**config.mk**
```make
export PLATFORM = sky130hd
export DESIGN_NAME = xy_linear_move_interpolator_flat
export DESIGN_NICKNAME = d
export VERILOG_FILES = /design/src/hw/rtl/xylmi_pkg.sv /design/src/hw/rtl/xylmi_in_if.sv /design/src/hw/rtl/xylmi_out_if.sv /design/src/hw/rtl/xy_linear_move_interpolator.sv /design/src/hw/rtl/xylmi_alu.sv /design/src/flat_wrapper.sv
export SDC_FILE = /design/constraint.sdc
export NUM_CORES = 2
export LEC_CHECK = 0
export ABC_AREA = 0
export BUFFER_PORTS_ARGS = -buffer_cell sky130_fd_sc_hd__buf_2
export CORE_MARGIN = 4
export CORE_UTILIZATION = 25
export DETAILED_ROUTE_END_ITERATION = 6
export SLEW_MARGIN = 20
export SYNTH_ARGS = -nofsm -noshare
export SYNTH_HDL_FRONTEND = slang
export SYNTH_SLANG_ARGS = --single-unit
```
**constraint.sdc**
```tcl
create_clock -name clk -period 8.05 [get_ports clk]
set_input_delay 1.61 -clock clk [delete_from_list [all_inputs] [get_ports clk]]
set_output_delay 1.61 -clock clk [all_outputs]
set_load 0.05 [all_outputs]
```
**src/hw/rtl/xylmi_pkg.sv**
```systemverilog
// xylmi_pkg: shared types and constants of the xy linear move interpolator
// no dependencies; used by the arithmetic unit, the top level and the testbench
`timescale 1ns / 1ps
`default_nettype none

package xylmi_pkg;

  localparam int unsigned ACC_W = 128;
  localparam int unsigned OPD_W = 64;
  localparam int unsigned LEN_W = 8;

  localparam logic [2:0] OP_MOVE_ABS = 3'd0;
  localparam logic [2:0] OP_MOVE_REL = 3'd1;
  localparam logic [2:0] OP_QUERY    = 3'd2;
  localparam logic [2:0] OP_STOP     = 3'd3;
  localparam logic [2:0] OP_TICK     = 3'd4;

  localparam logic CFG_STEP_SIZE = 1'b0;
  localparam logic CFG_VELOCITY  = 1'b1;

  localparam logic [31:0] STEP_RESET = 32'd65536;
  localparam logic [31:0] VEL_RESET  = 32'd655360;
  localparam logic [31:0] VEL_MIN    = 32'd6554;

  typedef enum logic [1:0] {
    ALU_MUL,
    ALU_DIV,
    ALU_SQRT
  } alu_op_t;

  typedef struct packed {
    logic             start;
    alu_op_t          op;
    logic [LEN_W-1:0] len;
  } alu_req_t;

  typedef enum logic [3:0] {
    S_IDLE,
    S_DECODE,
    S_IMUL,
    S_IDIV,
    S_POST,
    S_TARGET,
    S_SQX,
    S_SQY,
    S_SQRT,
    S_DMUL,
    S_DDIV,
    S_OUT
  } seq_state_t;

endpackage

`default_nettype wire

```
**src/hw/rtl/xylmi_in_if.sv**
```systemverilog
// xylmi_in_if: request channel of the interpolator, valid/ready with op and offsets
// no dependencies
`timescale 1ns / 1ps
`default_nettype none

interface xylmi_in_if;
  logic        valid;
  logic        ready;
  logic [2:0]  op;
  logic [31:0] x_steps;
  logic [31:0] y_steps;

  modport source (output valid, output op, output x_steps, output y_steps, input ready);
  modport sink (input valid, input op, input x_steps, input y_steps, output ready);
endinterface

`default_nettype wire

```
**src/hw/rtl/xylmi_out_if.sv**
```systemverilog
// xylmi_out_if: result channel of the interpolator, valid/ready with position and busy
// no dependencies
`timescale 1ns / 1ps
`default_nettype none

interface xylmi_out_if;
  logic        valid;
  logic        ready;
  logic [31:0] pos_x;
  logic [31:0] pos_y;
  logic        busy_res;

  modport source (output valid, output pos_x, output pos_y, output busy_res, input ready);
  modport sink (input valid, input pos_x, input pos_y, input busy_res, output ready);
endinterface

`default_nettype wire

```
**src/hw/rtl/xy_linear_move_interpolator.sv**
```systemverilog
// xy_linear_move_interpolator: two-axis stage move model, one request at a time
// while a move runs, a request other than a final tick first interpolates both axes by multiply and divide
// a move request adds squares, root, multiply and divide in the shared unit
// a new request is taken only back in idle, after the last result is registered; a waiting result holds it off
// reset: synchronous active low; position zero, idle, step size 1.0, velocity 10.0
// depends on xylmi_pkg, xylmi_in_if, xylmi_out_if, xylmi_alu
`timescale 1ns / 1ps
`default_nettype none

module xy_linear_move_interpolator #(
  parameter int unsigned FRAC_BITS = 16,
  parameter int unsigned POS_BITS  = 32
) (
  input  wire logic        clk,
  input  wire logic        rst_n,
  xylmi_in_if.sink         in_ch,
  xylmi_out_if.source      out_ch,
  input  wire logic        cfg_we,
  input  wire logic        cfg_idx,
  input  wire logic [31:0] cfg_data
);

  localparam int unsigned PW      = POS_BITS + FRAC_BITS;
  localparam int unsigned IDIV_SH = xylmi_pkg::ACC_W - (PW + 32);
  localparam bit          HALVE   = (PW == 64);

  function automatic logic [PW-1:0] diff_mag(input logic [PW-1:0] s, input logic [PW-1:0] t);
    if ($signed(t) >= $signed(s)) return t - s;
    return s - t;
  endfunction

  function automatic logic [POS_BITS-1:0] trunc_steps(input logic [PW-1:0] p);
    logic [PW-1:0] bias;
    bias = p + (p[PW-1] ? PW'({FRAC_BITS{1'b1}}) : PW'(0));
    return bias[PW-1:FRAC_BITS];
  endfunction

  xylmi_pkg::seq_state_t state_r, state_nxt;
  logic                  issued_r, issued_nxt;
  logic                  axis_r, axis_nxt;
  logic                  moving_r, moving_nxt;
  logic [31:0]           elapsed_r, elapsed_nxt;
  logic [31:0]           duration_r, duration_nxt;
  logic [31:0]           step_r, vel_r;
  logic [PW-1:0]         settled_x_r, settled_x_nxt, settled_y_r, settled_y_nxt;
  logic [PW-1:0]         start_x_r, start_x_nxt, start_y_r, start_y_nxt;
  logic [PW-1:0]         target_x_r, target_x_nxt, target_y_r, target_y_nxt;
  logic [PW-1:0]         cx_r, cx_nxt, cy_r, cy_nxt;
  logic [2:0]            op_r, op_nxt;
  logic [31:0]           xin_r, xin_nxt, yin_r, yin_nxt;
  logic [127:0]          sq_r, sq_nxt;
  logic [63:0]           root_r, root_nxt;
  logic                  out_valid_r, out_valid_nxt;
  logic [31:0]           out_x_r, out_x_nxt, out_y_r, out_y_nxt;
  logic                  out_busy_r, out_busy_nxt;

  xylmi_pkg::alu_req_t   alu_req;
  logic [127:0]          alu_a;
  logic [63:0]           alu_b;
  logic                  alu_done;
  logic [127:0]          alu_res;

  logic [PW-1:0]         is_s, is_t, is_mag, is_pos, is_delta;
  logic                  is_neg;
  logic [PW-1:0]         mag_x, mag_y, sq_in;
  logic                  halved;
  logic [63:0]           root_q;
  logic [31:0]           el_inc;
  logic [POS_BITS-1:0]   tx_steps, ty_steps;
  logic                  is_move;

  xylmi_alu u_alu (
    .clk   (clk),
    .rst_n (rst_n),
    .req   (alu_req),
    .a     (alu_a),
    .b     (alu_b),
    .done  (alu_done),
    .res   (alu_res)
  );

  always_ff @(posedge clk) begin
    if (!rst_n) begin
      state_r     <= xylmi_pkg::S_IDLE;
      issued_r    <= 1'b0;
      moving_r    <= 1'b0;
      elapsed_r   <= '0;
      duration_r  <= 32'd1;
      settled_x_r <= '0;
      settled_y_r <= '0;
      start_x_r   <= '0;
      start_y_r   <= '0;
      target_x_r  <= '0;
      target_y_r  <= '0;
      out_valid_r <= 1'b0;
      step_r      <= xylmi_pkg::STEP_RESET;
      vel_r       <= xylmi_pkg::VEL_RESET;
    end else begin
      state_r     <= state_nxt;
      issued_r    <= issued_nxt;
      moving_r    <= moving_nxt;
      elapsed_r   <= elapsed_nxt;
      duration_r  <= duration_nxt;
      settled_x_r <= settled_x_nxt;
      settled_y_r <= settled_y_nxt;
      start_x_r   <= start_x_nxt;
      start_y_r   <= start_y_nxt;
      target_x_r  <= target_x_nxt;
      target_y_r  <= target_y_nxt;
      out_valid_r <= out_valid_nxt;
      if (cfg_we) begin
        case (cfg_idx)
          xylmi_pkg::CFG_STEP_SIZE: step_r <= cfg_data;
          default: vel_r <= (cfg_data < xylmi_pkg::VEL_MIN) ? xylmi_pkg::VEL_MIN : cfg_data;
        endcase
      end
    end
    axis_r     <= axis_nxt;
    cx_r       <= cx_nxt;
    cy_r       <= cy_nxt;
    op_r       <= op_nxt;
    xin_r      <= xin_nxt;
    yin_r      <= yin_nxt;
    sq_r       <= sq_nxt;
    root_r     <= root_nxt;
    out_x_r    <= out_x_nxt;
    out_y_r    <= out_y_nxt;
    out_busy_r <= out_busy_nxt;
  end

  // per-axis interpolation operands
  always_comb begin
    is_s     = axis_r ? start_y_r : start_x_r;
    is_t     = axis_r ? target_y_r : target_x_r;
    is_mag   = diff_mag(is_s, is_t);
    is_neg   = $signed(is_t) < $signed(is_s);
    is_delta = alu_res[PW-1:0];
    is_pos   = is_neg ? is_s - is_delta : is_s + is_delta;
    mag_x    = diff_mag(start_x_r, target_x_r);
    mag_y    = diff_mag(start_y_r, target_y_r);
    halved   = HALVE && (mag_x[PW-1] | mag_y[PW-1]);
    sq_in    = (state_r == xylmi_pkg::S_SQY) ? mag_y : mag_x;
    if (halved) sq_in = sq_in >> 1;
    root_q   = alu_res[63:0];
    el_inc   = elapsed_r + 32'd1;
    tx_steps = POS_BITS'($signed(xin_r));
    ty_steps = POS_BITS'($signed(yin_r));
    if (op_r == xylmi_pkg::OP_MOVE_REL) begin
      tx_steps = trunc_steps(cx_r) + tx_steps;
      ty_steps = trunc_steps(cy_r) + ty_steps;
    end
    is_move  = (op_r == xylmi_pkg::OP_MOVE_ABS) || (op_r == xylmi_pkg::OP_MOVE_REL);
  end

  always_comb begin
    state_nxt     = state_r;
    issued_nxt    = issued_r;
    axis_nxt      = axis_r;
    moving_nxt    = moving_r;
    elapsed_nxt   = elapsed_r;
    duration_nxt  = duration_r;
    settled_x_nxt = settled_x_r;
    settled_y_nxt = settled_y_r;
    start_x_nxt   = start_x_r;
    start_y_nxt   = start_y_r;
    target_x_nxt  = target_x_r;
    target_y_nxt  = target_y_r;
    cx_nxt        = cx_r;
    cy_nxt        = cy_r;
    op_nxt        = op_r;
    xin_nxt       = xin_r;
    yin_nxt       = yin_r;
    sq_nxt        = sq_r;
    root_nxt      = root_r;
    out_valid_nxt = out_valid_r && !out_ch.ready;
    out_x_nxt     = out_x_r;
    out_y_nxt     = out_y_r;
    out_busy_nxt  = out_busy_r;
    alu_req.start = 1'b0;
    alu_req.op    = xylmi_pkg::ALU_MUL;
    alu_req.len   = xylmi_pkg::LEN_W'(64);
    alu_a         = '0;
    alu_b         = '0;

    case (state_r)
      xylmi_pkg::S_IDLE: begin
        if (in_ch.valid) begin
          op_nxt    = in_ch.op;
          xin_nxt   = in_ch.x_steps;
          yin_nxt   = in_ch.y_steps;
          state_nxt = xylmi_pkg::S_DECODE;
        end
      end
      xylmi_pkg::S_DECODE: begin
        axis_nxt = 1'b0;
        cx_nxt   = settled_x_r;
        cy_nxt   = settled_y_r;
        if (!moving_r) begin
          state_nxt = is_move ? xylmi_pkg::S_TARGET : xylmi_pkg::S_OUT;
        end else if (op_r == xylmi_pkg::OP_TICK) begin
          elapsed_nxt = el_inc;
          if (el_inc >= duration_r) begin
            settled_x_nxt = target_x_r;
            settled_y_nxt = target_y_r;
            cx_nxt        = target_x_r;
            cy_nxt        = target_y_r;
            moving_nxt    = 1'b0;
            state_nxt     = xylmi_pkg::S_OUT;
          end else begin
            state_nxt = xylmi_pkg::S_IMUL;
          end
        end else begin
          state_nxt = xylmi_pkg::S_IMUL;
        end
      end
      xylmi_pkg::S_IMUL: begin
        alu_a = 128'(is_mag);
        alu_b = 64'(elapsed_r);
        if (!issued_r) begin
          alu_req.start = 1'b1;
          issued_nxt    = 1'b1;
        end else if (alu_done) begin
          sq_nxt     = alu_res;
          issued_nxt = 1'b0;
          state_nxt  = xylmi_pkg::S_IDIV;
        end
      end
      xylmi_pkg::S_IDIV: begin
        alu_req.op  = xylmi_pkg::ALU_DIV;
        alu_req.len = xylmi_pkg::LEN_W'(PW + 32);
        alu_a       = sq_r << IDIV_SH;
        alu_b       = 64'(duration_r);
        if (!issued_r) begin
          alu_req.start = 1'b1;
          issued_nxt    = 1'b1;
        end else if (alu_done) begin
          issued_nxt = 1'b0;
          if (!axis_r) begin
            cx_nxt    = is_pos;
            axis_nxt  = 1'b1;
            state_nxt = xylmi_pkg::S_IMUL;
          end else begin
            cy_nxt    = is_pos;
            state_nxt = xylmi_pkg::S_POST;
          end
        end
      end
      xylmi_pkg::S_POST: begin
        if (is_move) begin
          state_nxt = xylmi_pkg::S_TARGET;
        end else begin
          if (op_r == xylmi_pkg::OP_STOP) begin
            settled_x_nxt = cx_r;
            settled_y_nxt = cy_r;
            moving_nxt    = 1'b0;
          end
          state_nxt = xylmi_pkg::S_OUT;
        end
      end
      xylmi_pkg::S_TARGET: begin
        start_x_nxt   = cx_r;
        start_y_nxt   = cy_r;
        settled_x_nxt = cx_r;
        settled_y_nxt = cy_r;
        target_x_nxt  = {tx_steps, {FRAC_BITS{1'b0}}};
        target_y_nxt  = {ty_steps, {FRAC_BITS{1'b0}}};
        elapsed_nxt   = '0;
        moving_nxt    = 1'b1;
        state_nxt     = xylmi_pkg::S_SQX;
      end
      xylmi_pkg::S_SQX, xylmi_pkg::S_SQY: begin
        alu_a = 128'(sq_in);
        alu_b = 64'(sq_in);
        if (!issued_r) begin
          alu_req.start = 1'b1;
          issued_nxt    = 1'b1;
        end else if (alu_done) begin
          issued_nxt = 1'b0;
          if (state_r == xylmi_pkg::S_SQX) begin
            sq_nxt    = alu_res;
            state_nxt = xylmi_pkg::S_SQY;
          end else begin
            sq_nxt    = sq_r + alu_res;
            state_nxt = xylmi_pkg::S_SQRT;
          end
        end
      end
      xylmi_pkg::S_SQRT: begin
        alu_req.op = xylmi_pkg::ALU_SQRT;
        alu_a      = sq_r;
        if (!issued_r) begin
          alu_req.start = 1'b1;
          issued_nxt    = 1'b1;
        end else if (alu_done) begin
          issued_nxt = 1'b0;
          if (halved) root_nxt = root_q[63] ? '1 : {root_q[62:0], 1'b0};
          else root_nxt = root_q;
          state_nxt = xylmi_pkg::S_DMUL;
        end
      end
      xylmi_pkg::S_DMUL: begin
        alu_a = 128'(root_r);
        alu_b = 64'(step_r);
        if (!issued_r) begin
          alu_req.start = 1'b1;
          issued_nxt    = 1'b1;
        end else if (alu_done) begin
          sq_nxt     = alu_res;
          issued_nxt = 1'b0;
          state_nxt  = xylmi_pkg::S_DDIV;
        end
      end
      xylmi_pkg::S_DDIV: begin
        alu_req.op  = xylmi_pkg::ALU_DIV;
        alu_req.len = xylmi_pkg::LEN_W'(96);
        alu_a       = sq_r << 32;
        alu_b       = 64'({vel_r, {FRAC_BITS{1'b0}}});
        if (!issued_r) begin
          alu_req.start = 1'b1;
          issued_nxt    = 1'b1;
        end else if (alu_done) begin
          issued_nxt = 1'b0;
          if (|alu_res[95:32]) duration_nxt = '1;
          else if (alu_res[31:0] == 32'd0) duration_nxt = 32'd1;
          else duration_nxt = alu_res[31:0];
          state_nxt = xylmi_pkg::S_OUT;
        end
      end
      xylmi_pkg::S_OUT: begin
        if (!out_valid_r || out_ch.ready) begin
          out_valid_nxt = 1'b1;
          out_x_nxt     = 32'($signed(trunc_steps(cx_r)));
          out_y_nxt     = 32'($signed(trunc_steps(cy_r)));
          out_busy_nxt  = moving_r;
          state_nxt     = xylmi_pkg::S_IDLE;
        end
      end
      default: begin
        state_nxt = xylmi_pkg::S_IDLE;
      end
    endcase
  end

  assign in_ch.ready     = (state_r == xylmi_pkg::S_IDLE);
  assign out_ch.valid    = out_valid_r;
  assign out_ch.pos_x    = out_x_r;
  assign out_ch.pos_y    = out_y_r;
  assign out_ch.busy_res = out_busy_r;

endmodule

`default_nettype wire

```
**src/hw/rtl/xylmi_alu.sv**
```systemverilog
// xylmi_alu: shared bit-serial unit, shift-add multiply, restoring divide and square root
// depends on xylmi_pkg
`timescale 1ns / 1ps
`default_nettype none

module xylmi_alu (
  input  wire logic                           clk,
  input  wire logic                           rst_n,
  input  wire xylmi_pkg::alu_req_t            req,
  input  wire logic [xylmi_pkg::ACC_W-1:0]    a,
  input  wire logic [xylmi_pkg::OPD_W-1:0]    b,
  output logic                                done,
  output logic [xylmi_pkg::ACC_W-1:0]         res
);

  logic                          busy_r, busy_nxt;
  logic                          done_r, done_nxt;
  xylmi_pkg::alu_op_t            op_r, op_nxt;
  logic [xylmi_pkg::LEN_W-1:0]   cnt_r, cnt_nxt;
  logic [xylmi_pkg::ACC_W-1:0]   x_r, x_nxt;
  logic [66:0]                   r_r, r_nxt;
  logic [63:0]                   q_r, q_nxt;
  logic [63:0]                   d_r, d_nxt;

  logic [64:0] mul_sum;
  logic [64:0] div_r2;
  logic [66:0] sq_rr;
  logic [66:0] sq_trial;

  always_ff @(posedge clk) begin
    if (!rst_n) begin
      busy_r <= 1'b0;
      done_r <= 1'b0;
    end else begin
      busy_r <= busy_nxt;
      done_r <= done_nxt;
    end
    op_r  <= op_nxt;
    cnt_r <= cnt_nxt;
    x_r   <= x_nxt;
    r_r   <= r_nxt;
    q_r   <= q_nxt;
    d_r   <= d_nxt;
  end

  always_comb begin
    busy_nxt = busy_r;
    done_nxt = 1'b0;
    op_nxt   = op_r;
    cnt_nxt  = cnt_r;
    x_nxt    = x_r;
    r_nxt    = r_r;
    q_nxt    = q_r;
    d_nxt    = d_r;
    mul_sum  = {1'b0, x_r[127:64]} + (x_r[0] ? {1'b0, d_r} : 65'd0);
    div_r2   = {r_r[63:0], x_r[127]};
    sq_rr    = {r_r[64:0], x_r[127:126]};
    sq_trial = {1'b0, q_r, 2'b01};
    if (req.start) begin
      busy_nxt = 1'b1;
      op_nxt   = req.op;
      cnt_nxt  = req.len;
      r_nxt    = '0;
      q_nxt    = '0;
      case (req.op)
        xylmi_pkg::ALU_MUL: begin
          x_nxt = {64'd0, b};
          d_nxt = a[63:0];
        end
        default: begin
          x_nxt = a;
          d_nxt = b;
        end
      endcase
    end else if (busy_r) begin
      cnt_nxt = cnt_r - 1'b1;
      if (cnt_r == xylmi_pkg::LEN_W'(1)) begin
        busy_nxt = 1'b0;
        done_nxt = 1'b1;
      end
      case (op_r)
        xylmi_pkg::ALU_MUL: begin
          x_nxt = {mul_sum, x_r[63:1]};
        end
        xylmi_pkg::ALU_DIV: begin
          if (div_r2 >= {1'b0, d_r}) begin
            r_nxt = 67'(div_r2 - {1'b0, d_r});
            x_nxt = {x_r[126:0], 1'b1};
          end else begin
            r_nxt = 67'(div_r2);
            x_nxt = {x_r[126:0], 1'b0};
          end
        end
        default: begin
          x_nxt = {x_r[125:0], 2'b00};
          if (sq_rr >= sq_trial) begin
            r_nxt = sq_rr - sq_trial;
            q_nxt = {q_r[62:0], 1'b1};
          end else begin
            r_nxt = sq_rr;
            q_nxt = {q_r[62:0], 1'b0};
          end
        end
      endcase
    end
  end

  assign done = done_r;
  assign res  = (op_r == xylmi_pkg::ALU_SQRT) ? {64'd0, q_r} : x_r;

endmodule

`default_nettype wire

```
**src/flat_wrapper.sv**
```systemverilog
// flat-port wrapper written by rule: the top's interface ports become plain ports
module xy_linear_move_interpolator_flat 
#(
  parameter int unsigned FRAC_BITS = 16,
  parameter int unsigned POS_BITS  = 32
)
  (clk, rst_n, cfg_we, cfg_idx, cfg_data, in_ch_valid, in_ch_op, in_ch_x_steps, in_ch_y_steps, in_ch_ready, out_ch_valid, out_ch_pos_x, out_ch_pos_y, out_ch_busy_res, out_ch_ready);
  xylmi_in_if in_ch_i ();
  xylmi_out_if out_ch_i ();
  input  wire logic clk;
  input  wire logic rst_n;
  input  wire logic cfg_we;
  input  wire logic cfg_idx;
  input  wire logic [31:0] cfg_data;
  input wire logic [$bits(in_ch_i.valid)-1:0] in_ch_valid;
  input wire logic [$bits(in_ch_i.op)-1:0] in_ch_op;
  input wire logic [$bits(in_ch_i.x_steps)-1:0] in_ch_x_steps;
  input wire logic [$bits(in_ch_i.y_steps)-1:0] in_ch_y_steps;
  output wire logic [$bits(in_ch_i.ready)-1:0] in_ch_ready;
  output wire logic [$bits(out_ch_i.valid)-1:0] out_ch_valid;
  output wire logic [$bits(out_ch_i.pos_x)-1:0] out_ch_pos_x;
  output wire logic [$bits(out_ch_i.pos_y)-1:0] out_ch_pos_y;
  output wire logic [$bits(out_ch_i.busy_res)-1:0] out_ch_busy_res;
  input wire logic [$bits(out_ch_i.ready)-1:0] out_ch_ready;
  assign in_ch_i.valid = in_ch_valid;
  assign in_ch_i.op = in_ch_op;
  assign in_ch_i.x_steps = in_ch_x_steps;
  assign in_ch_i.y_steps = in_ch_y_steps;
  assign in_ch_ready = in_ch_i.ready;
  assign out_ch_valid = out_ch_i.valid;
  assign out_ch_pos_x = out_ch_i.pos_x;
  assign out_ch_pos_y = out_ch_i.pos_y;
  assign out_ch_busy_res = out_ch_i.busy_res;
  assign out_ch_i.ready = out_ch_ready;
  xy_linear_move_interpolator #(.FRAC_BITS(FRAC_BITS), .POS_BITS(POS_BITS)) u_core (.clk(clk), .rst_n(rst_n), .in_ch(in_ch_i), .out_ch(out_ch_i), .cfg_we(cfg_we), .cfg_idx(cfg_idx), .cfg_data(cfg_data));
endmodule
```
# Yosys cells after proc, flatten, opt, wreduce, memory -nomap -nowiden
# Cells that the tools add are included.
# classes
add_sub_neg	18
order_cmp	8
eq_ne	39
mux	107
bitwise_logic	5
n_reduce_logical	37
# op_table
cell	count
two-way mux 48 bit	26
two-way mux 128 bit	9
one-hot mux 128 bit (6 select lines)	1
one-hot mux 128 bit (2 select lines)	2
subtractor 48 bit	7
one-hot mux 48 bit (3 select lines)	2
one-hot mux 48 bit (5 select lines)	1
two-way mux 32 bit	7
one-hot mux 48 bit (2 select lines)	2
adder 48 bit	3
greater-or-equal comparator 48 bit	3
two-way mux 65 bit	2
one-hot mux 65 bit (2 select lines)	1
adder 128 bit	1
two-way mux 64 bit	2
two-way mux 4 bit	19
greater-or-equal comparator 67 x 66 -> 1 bit	1
adder 64 x 64 -> 65 bit	1
greater-or-equal comparator 65 x 64 -> 1 bit	1
subtractor 65 x 64 -> 65 bit	1
subtractor 65 bit	1
adder 32 bit	2
one-hot mux 32 bit (2 select lines)	1
OR reduction 64 bit	1
44 further kinds	117
# totals
reg_bits	1145
inputBits	105
out_inout_bits	67
elab_cells	247

# Logic depth before layout (Yosys ltp)
# depth
word_depth	8
mapped_depth	35

# Modules after synthesis
# A second synthesis with hierarchy kept.
# hier_totals
cells_unflattened	12096
area_unflattened_um2	94338.0
# modules_own_cells
module	instances	cells_per_inst	area_each_um2
xy_linear_move_interpolator	1	7822	63210.6
xylmi_alu	1	4274	31127.4

# Least setup slack after synthesis
# No wires, ideal clock.
# synth_path
path_type	reg-to-reg
start	register u_core.axis_r
end	register u_core.cx_r[43], data pin
arrival_time_ns	7.980
slack_ns	-0.204
path_stages_with_launch	34
period_less_slack_ns	8.254
cell_sequence	edfxtp_1 buf_2 buf_1 buf_1 clkbuf_1 clkbuf_1 o21a_1 inv_1 ha_1 clkbuf_1 a21oi_1 o21ai_0 a211o_1 a221o_1 and2_1 clkbuf_1 nor2_1 buf_2 clkbuf_1 clkbuf_1 a21oi_1 xnor2_1 ha_1 a21o_1 a21oi_1 nor2_1 o41ai_1 nand4bb_1 a31oi_1 o31ai_1 a311o_1 a221oi_1 mux2i_1 a31oi_1
# synth_via
elab_chain_len	7
word_cells_on_any_way	10
# synth_rtl
element	line_no	source
start, declared	xy_linear_move_interpolator.sv:40	logic axis_r, axis_nxt;
start signal, assigned	xy_linear_move_interpolator.sv:118	axis_r <= axis_nxt;
two-way mux 48 bit (on tied branches)	xy_linear_move_interpolator.sv:133, xy_linear_move_interpolator.sv:134	
adder 48 bit, or another cell as far along	xy_linear_move_interpolator.sv:138	is_pos = is_neg ? is_s - is_delta : is_s + is_delta;
two-way mux 48 bit *	xy_linear_move_interpolator.sv:138	
two-way mux 48 bit *	xy_linear_move_interpolator.sv:238	if (!axis_r) begin
two-way mux 48 bit *	xy_linear_move_interpolator.sv:236	end else if (alu_done) begin
two-way mux 48 bit *	xy_linear_move_interpolator.sv:233	if (!issued_r) begin
one-hot mux 48 bit (2 select lines) *	xy_linear_move_interpolator.sv:185	case (state_r)
net u_core.cx_nxt[43]	xy_linear_move_interpolator.sv:48	logic [PW-1:0] cx_r, cx_nxt, cy_r, cy_nxt;
end signal, assigned	xy_linear_move_interpolator.sv:119	cx_r <= cx_nxt;
end, declared	xy_linear_move_interpolator.sv:48	
# Mark *: on every way through the listed nets, which the timed path passes. The rest lies on a longest branch. The select of a mux whose other input is x is not followed.
# A chain may end at the register's enable or synchronous reset.

# Final worst setup path
# Ends and elaborated chain as after synthesis.

==> summary.txt <==
Status: finished with violations
Violated checks: DRC
Number of global-route vias before repair: 86,600
Fmax: 0.129 GHz
Reg clk slew, reported paths: 0.07 ns
CTS sink count: 1,145
WP buf/inv: 4
Clock Power Share: 13.7%
CP max-delay cell: edfxtp_1
Reported net switching power: 26.5 mW
Remaining DRCs: 6
Hold endpoint: u_core.vel_r[16]$_SDFFE_PN0P_
Max transition margin: 20.1%
I/O pin total: 172
Grt ovf: 0
Area post-placement: 101,000 um^2
Routed Wire Length: 436,000 um
Pins Over Slew Limit: 0
Worst R2R Setup Slack: 0.32 ns
Top delay family on crit path: compound AO/OA/AOI/OAI gates
Pleak: 41.7 nW
Int Power: 23.4 mW
Mapped Nets: 12,600
Crit path kind: flop to flop
Nets: 12,400
GPL Wtd Cong: 1.02
Hold-fix buffers, CTS: 0
Ys flop type: edfxtp_1
Fin util: 28.1%
Tcrit/Tclk final: 96.0%
Die height: 623 um
Core area: 376,000 um^2
HP Class: flop to flop
Initial Util: 25.2%
First-pass GRT wire length: 621,000 um
DR pass1 iterations: 7
Largest net degree at the start of global routing: 165
Hold Vio Cnt, Final: 0
Crit path time final: 7.73 ns
Vias: 95,900
Final instance area: 106,000 um^2
Drt initial violations: 13,800
R2R Path End: u_core.cx_r[43]$_DFFE_PP_
CP arrival: 8.25 ns
Required time worst endpoint: 8.57 ns
Seq pwr share: 19.5%
Critical Path Max Stage Delay: 0.44 ns
Mapped Cells: 11,800
Root Driver: clkbuf_16
CTS tree: built
GRT Overall Usage: 21.2%
Final ANT Viol Nets: 0
TNS Setup: 0 ns
Maximum clock path buffer count: 4
Finish-stage setup viols: 0
Async S/R FF share, synth: 0%
Pwr Density: 472 nW/um^2
Post-route setup slack: 0.324 ns
Distinct cells, synth: 109
Synth Register Bits: 1,145
Sequential area share after synthesis: 30.8%
Clk Latency, worst-skew pair: 0.87 ns
Critical path launch point type: flop
# H-tree levels: 4
Dpl ws: 0.592 ns
Post-synth EDFFs: 623
Worst reg-to-reg path cell count: 27
Initial antenna violation count: 36
TritonCTS Buffers: 141
Synthesized area per cell: 8.00 um^2
DR WL/cell: 26.1 um
Combinational share of power: 66.8%
Worst hold path startpoint: u_core.vel_r[16]$_SDFFE_PN0P_
CP Capture Type: flop
Worst flop-to-flop path startpoint: u_core.axis_r$_DFFE_PP_
Rows: 225
Die area: 389,000 um^2
Max FO, Critical Path: 101
Layout cells sized above 1: 7.12%
Most common cell after layout, fill and taps aside: nand2_1
Synth warn: 0
Max-cap violation count: 0
Netlist Area Pre-Place: 94,700 um^2
Area growth from synthesis to layout: 11.6%
Detailed-route vias per instance: 5.74
Clk_skew: 0.0784 ns
Hold depth: 2
Slew @ Worst Pin: 1.19 ns
Port bufs: 171
Die W: 623 um
Unrepaired setup endpoints after global routing: false
DP HPWL: 338,000 um
Maximum vdd drop: 0.308 mV
Commonest cells after routing, fill and taps aside: nand2_1, a21oi_1, nor2_1
Sw Ratio: 53.2%
metal layers:
layer / share of wire (%) / vias up / track usage [%]
li1: - / 43000 / -
met1: 43 / 46400 / 30.3
met2: 41 / 5691 / 30.4
met3: 11 / 841 / 4.70
met4: 4.9 / 10 / 8.68
met5: 0.016 / - / 0
final cells by class:
type	count	area (um^2)
diodes	12	30.0
clock buffers	172	3850
clock inverters	74	825
fillers	40600	271000
inverters	600	2270
multi-input cells	9328	60700
flip-flops and latches	1145	29200
well taps	4994	6250
repair buffers	384	2600
cell usage after synthesis, drive strengths merged, types with 31 or more instances:
cell / instances / area share (%)
nand2: 1467 / 5.8
a21oi: 1282 / 6.8
nor2: 877 / 3.5
o21ai: 710 / 3.8
ha: 690 / 9.1
clkbuf: 661 / 2.6
edfxtp: 623 / 20
inv: 598 / 2.4
dfxtp: 522 / 11
xnor2: 414 / 3.8
a21o: 378 / 3.0
xor2: 226 / 2.1
a31oi: 220 / 1.5
a211oi: 219 / 1.7
nand3: 212 / 1.1
and2: 204 / 1.3
mux2i: 204 / 2.2
nand4: 191 / 1.3
nor3: 179 / 0.95
o21a: 151 / 1.2
o211ai: 142 / 1.1
a22oi: 125 / 0.99
o21bai: 104 / 0.82
o22ai: 102 / 0.68
buf: 97 / 0.46
and3: 90 / 0.59
o31ai: 84 / 0.68
a22o: 82 / 0.76
nand2b: 76 / 0.50
o221a: 76 / 0.90
nor2b: 63 / 0.42
a221oi: 59 / 0.55
a32o: 50 / 0.53
or3: 48 / 0.32
nor4: 44 / 0.31
a211o: 34 / 0.32
a221o: 34 / 0.36
a21boi: 33 / 0.27
a311oi: 31 / 0.29
power by group through the flow:
| stage | clock network [mW] | logic, mW | registers (mW) |
|---|---|---|---|
| 2_1_floorplan | 0 | 22.1 | 8.95 |
| 3_3_place_gp | 0 | 32.1 | 9.74 |
| 3_5_place_dp | 0 | 32.0 | 9.74 |
| 4_1_cts | 6.88 | 32.2 | 9.62 |
| 5_1_grt | 7.10 | 35.4 | 9.75 |
| 6_report | 6.84 | 33.3 | 9.74 |
tightest hold or removal path: stages, from the launching register on:
cell and delay [ns]:
dfxtp_1 0.31, nand2_1 0.05, a21oi_1 0.05
per-stage QoR:
stage	hold WS, ns	instances	power [mW]
CTS	0.456	16700	48.7
detailed placement	0.447	16500	41.8
finish	0.455	16700	49.9
global placement	0.443	16500	41.9
floorplan	0.436	11800	31.1
global route	0.472	16700	52.3
worst max-delay path by stage:
stage,cells after the start,to,startpoint,slack [ns]
6_report,27,u_core.cx_r[43]$_DFFE_PP_,u_core.axis_r$_DFFE_PP_,0.32
5_1_grt,26,u_core.cx_r[43]$_DFFE_PP_,u_core.axis_r$_DFFE_PP_,0.04
4_1_cts,27,u_core.cx_r[43]$_DFFE_PP_,u_core.axis_r$_DFFE_PP_,0.53
3_5_place_dp,27,u_core.cy_r[43]$_DFFE_PP_,u_core.axis_r$_DFFE_PP_,0.59
3_3_place_gp,25,u_core.cx_r[43]$_DFFE_PP_,u_core.axis_r$_DFFE_PP_,0.67
2_1_floorplan,33,u_core.cx_r[43]$_DFFE_PP_,u_core.axis_r$_DFFE_PP_,0.09
sequential cells by signal, indices dropped and copies added (netlist names), 48 cells and up:
name / cells
u_core.start_x_r: 48
u_core.u_alu.x_r: 128
u_core.settled_x_r: 48
u_core.u_alu.q_r: 64
u_core.cy_r: 48
u_core.sq_r: 128
u_core.start_y_r: 48
u_core.u_alu.d_r: 64
u_core.root_r: 64
u_core.settled_y_r: 48
u_core.u_alu.r_r: 65
u_core.cx_r: 48
cell families after synthesis:
family	Yosys count	synth area share (%)
compound gates	4173	28.8
simple gates	3583	17.2
buf+inv	1358	5.46
flops	1145	30.8
fa+ha+maj	699	9.31
xor+xnor	640	5.92
mux	233	2.51
repair_timing:
item / 4_1_cts / 5_1_grt
resized for setup: 0 / 1
setup endpoints to repair: 0 / 3
setup buffers: 0 / 0
(Power assumes the default switching activity.)
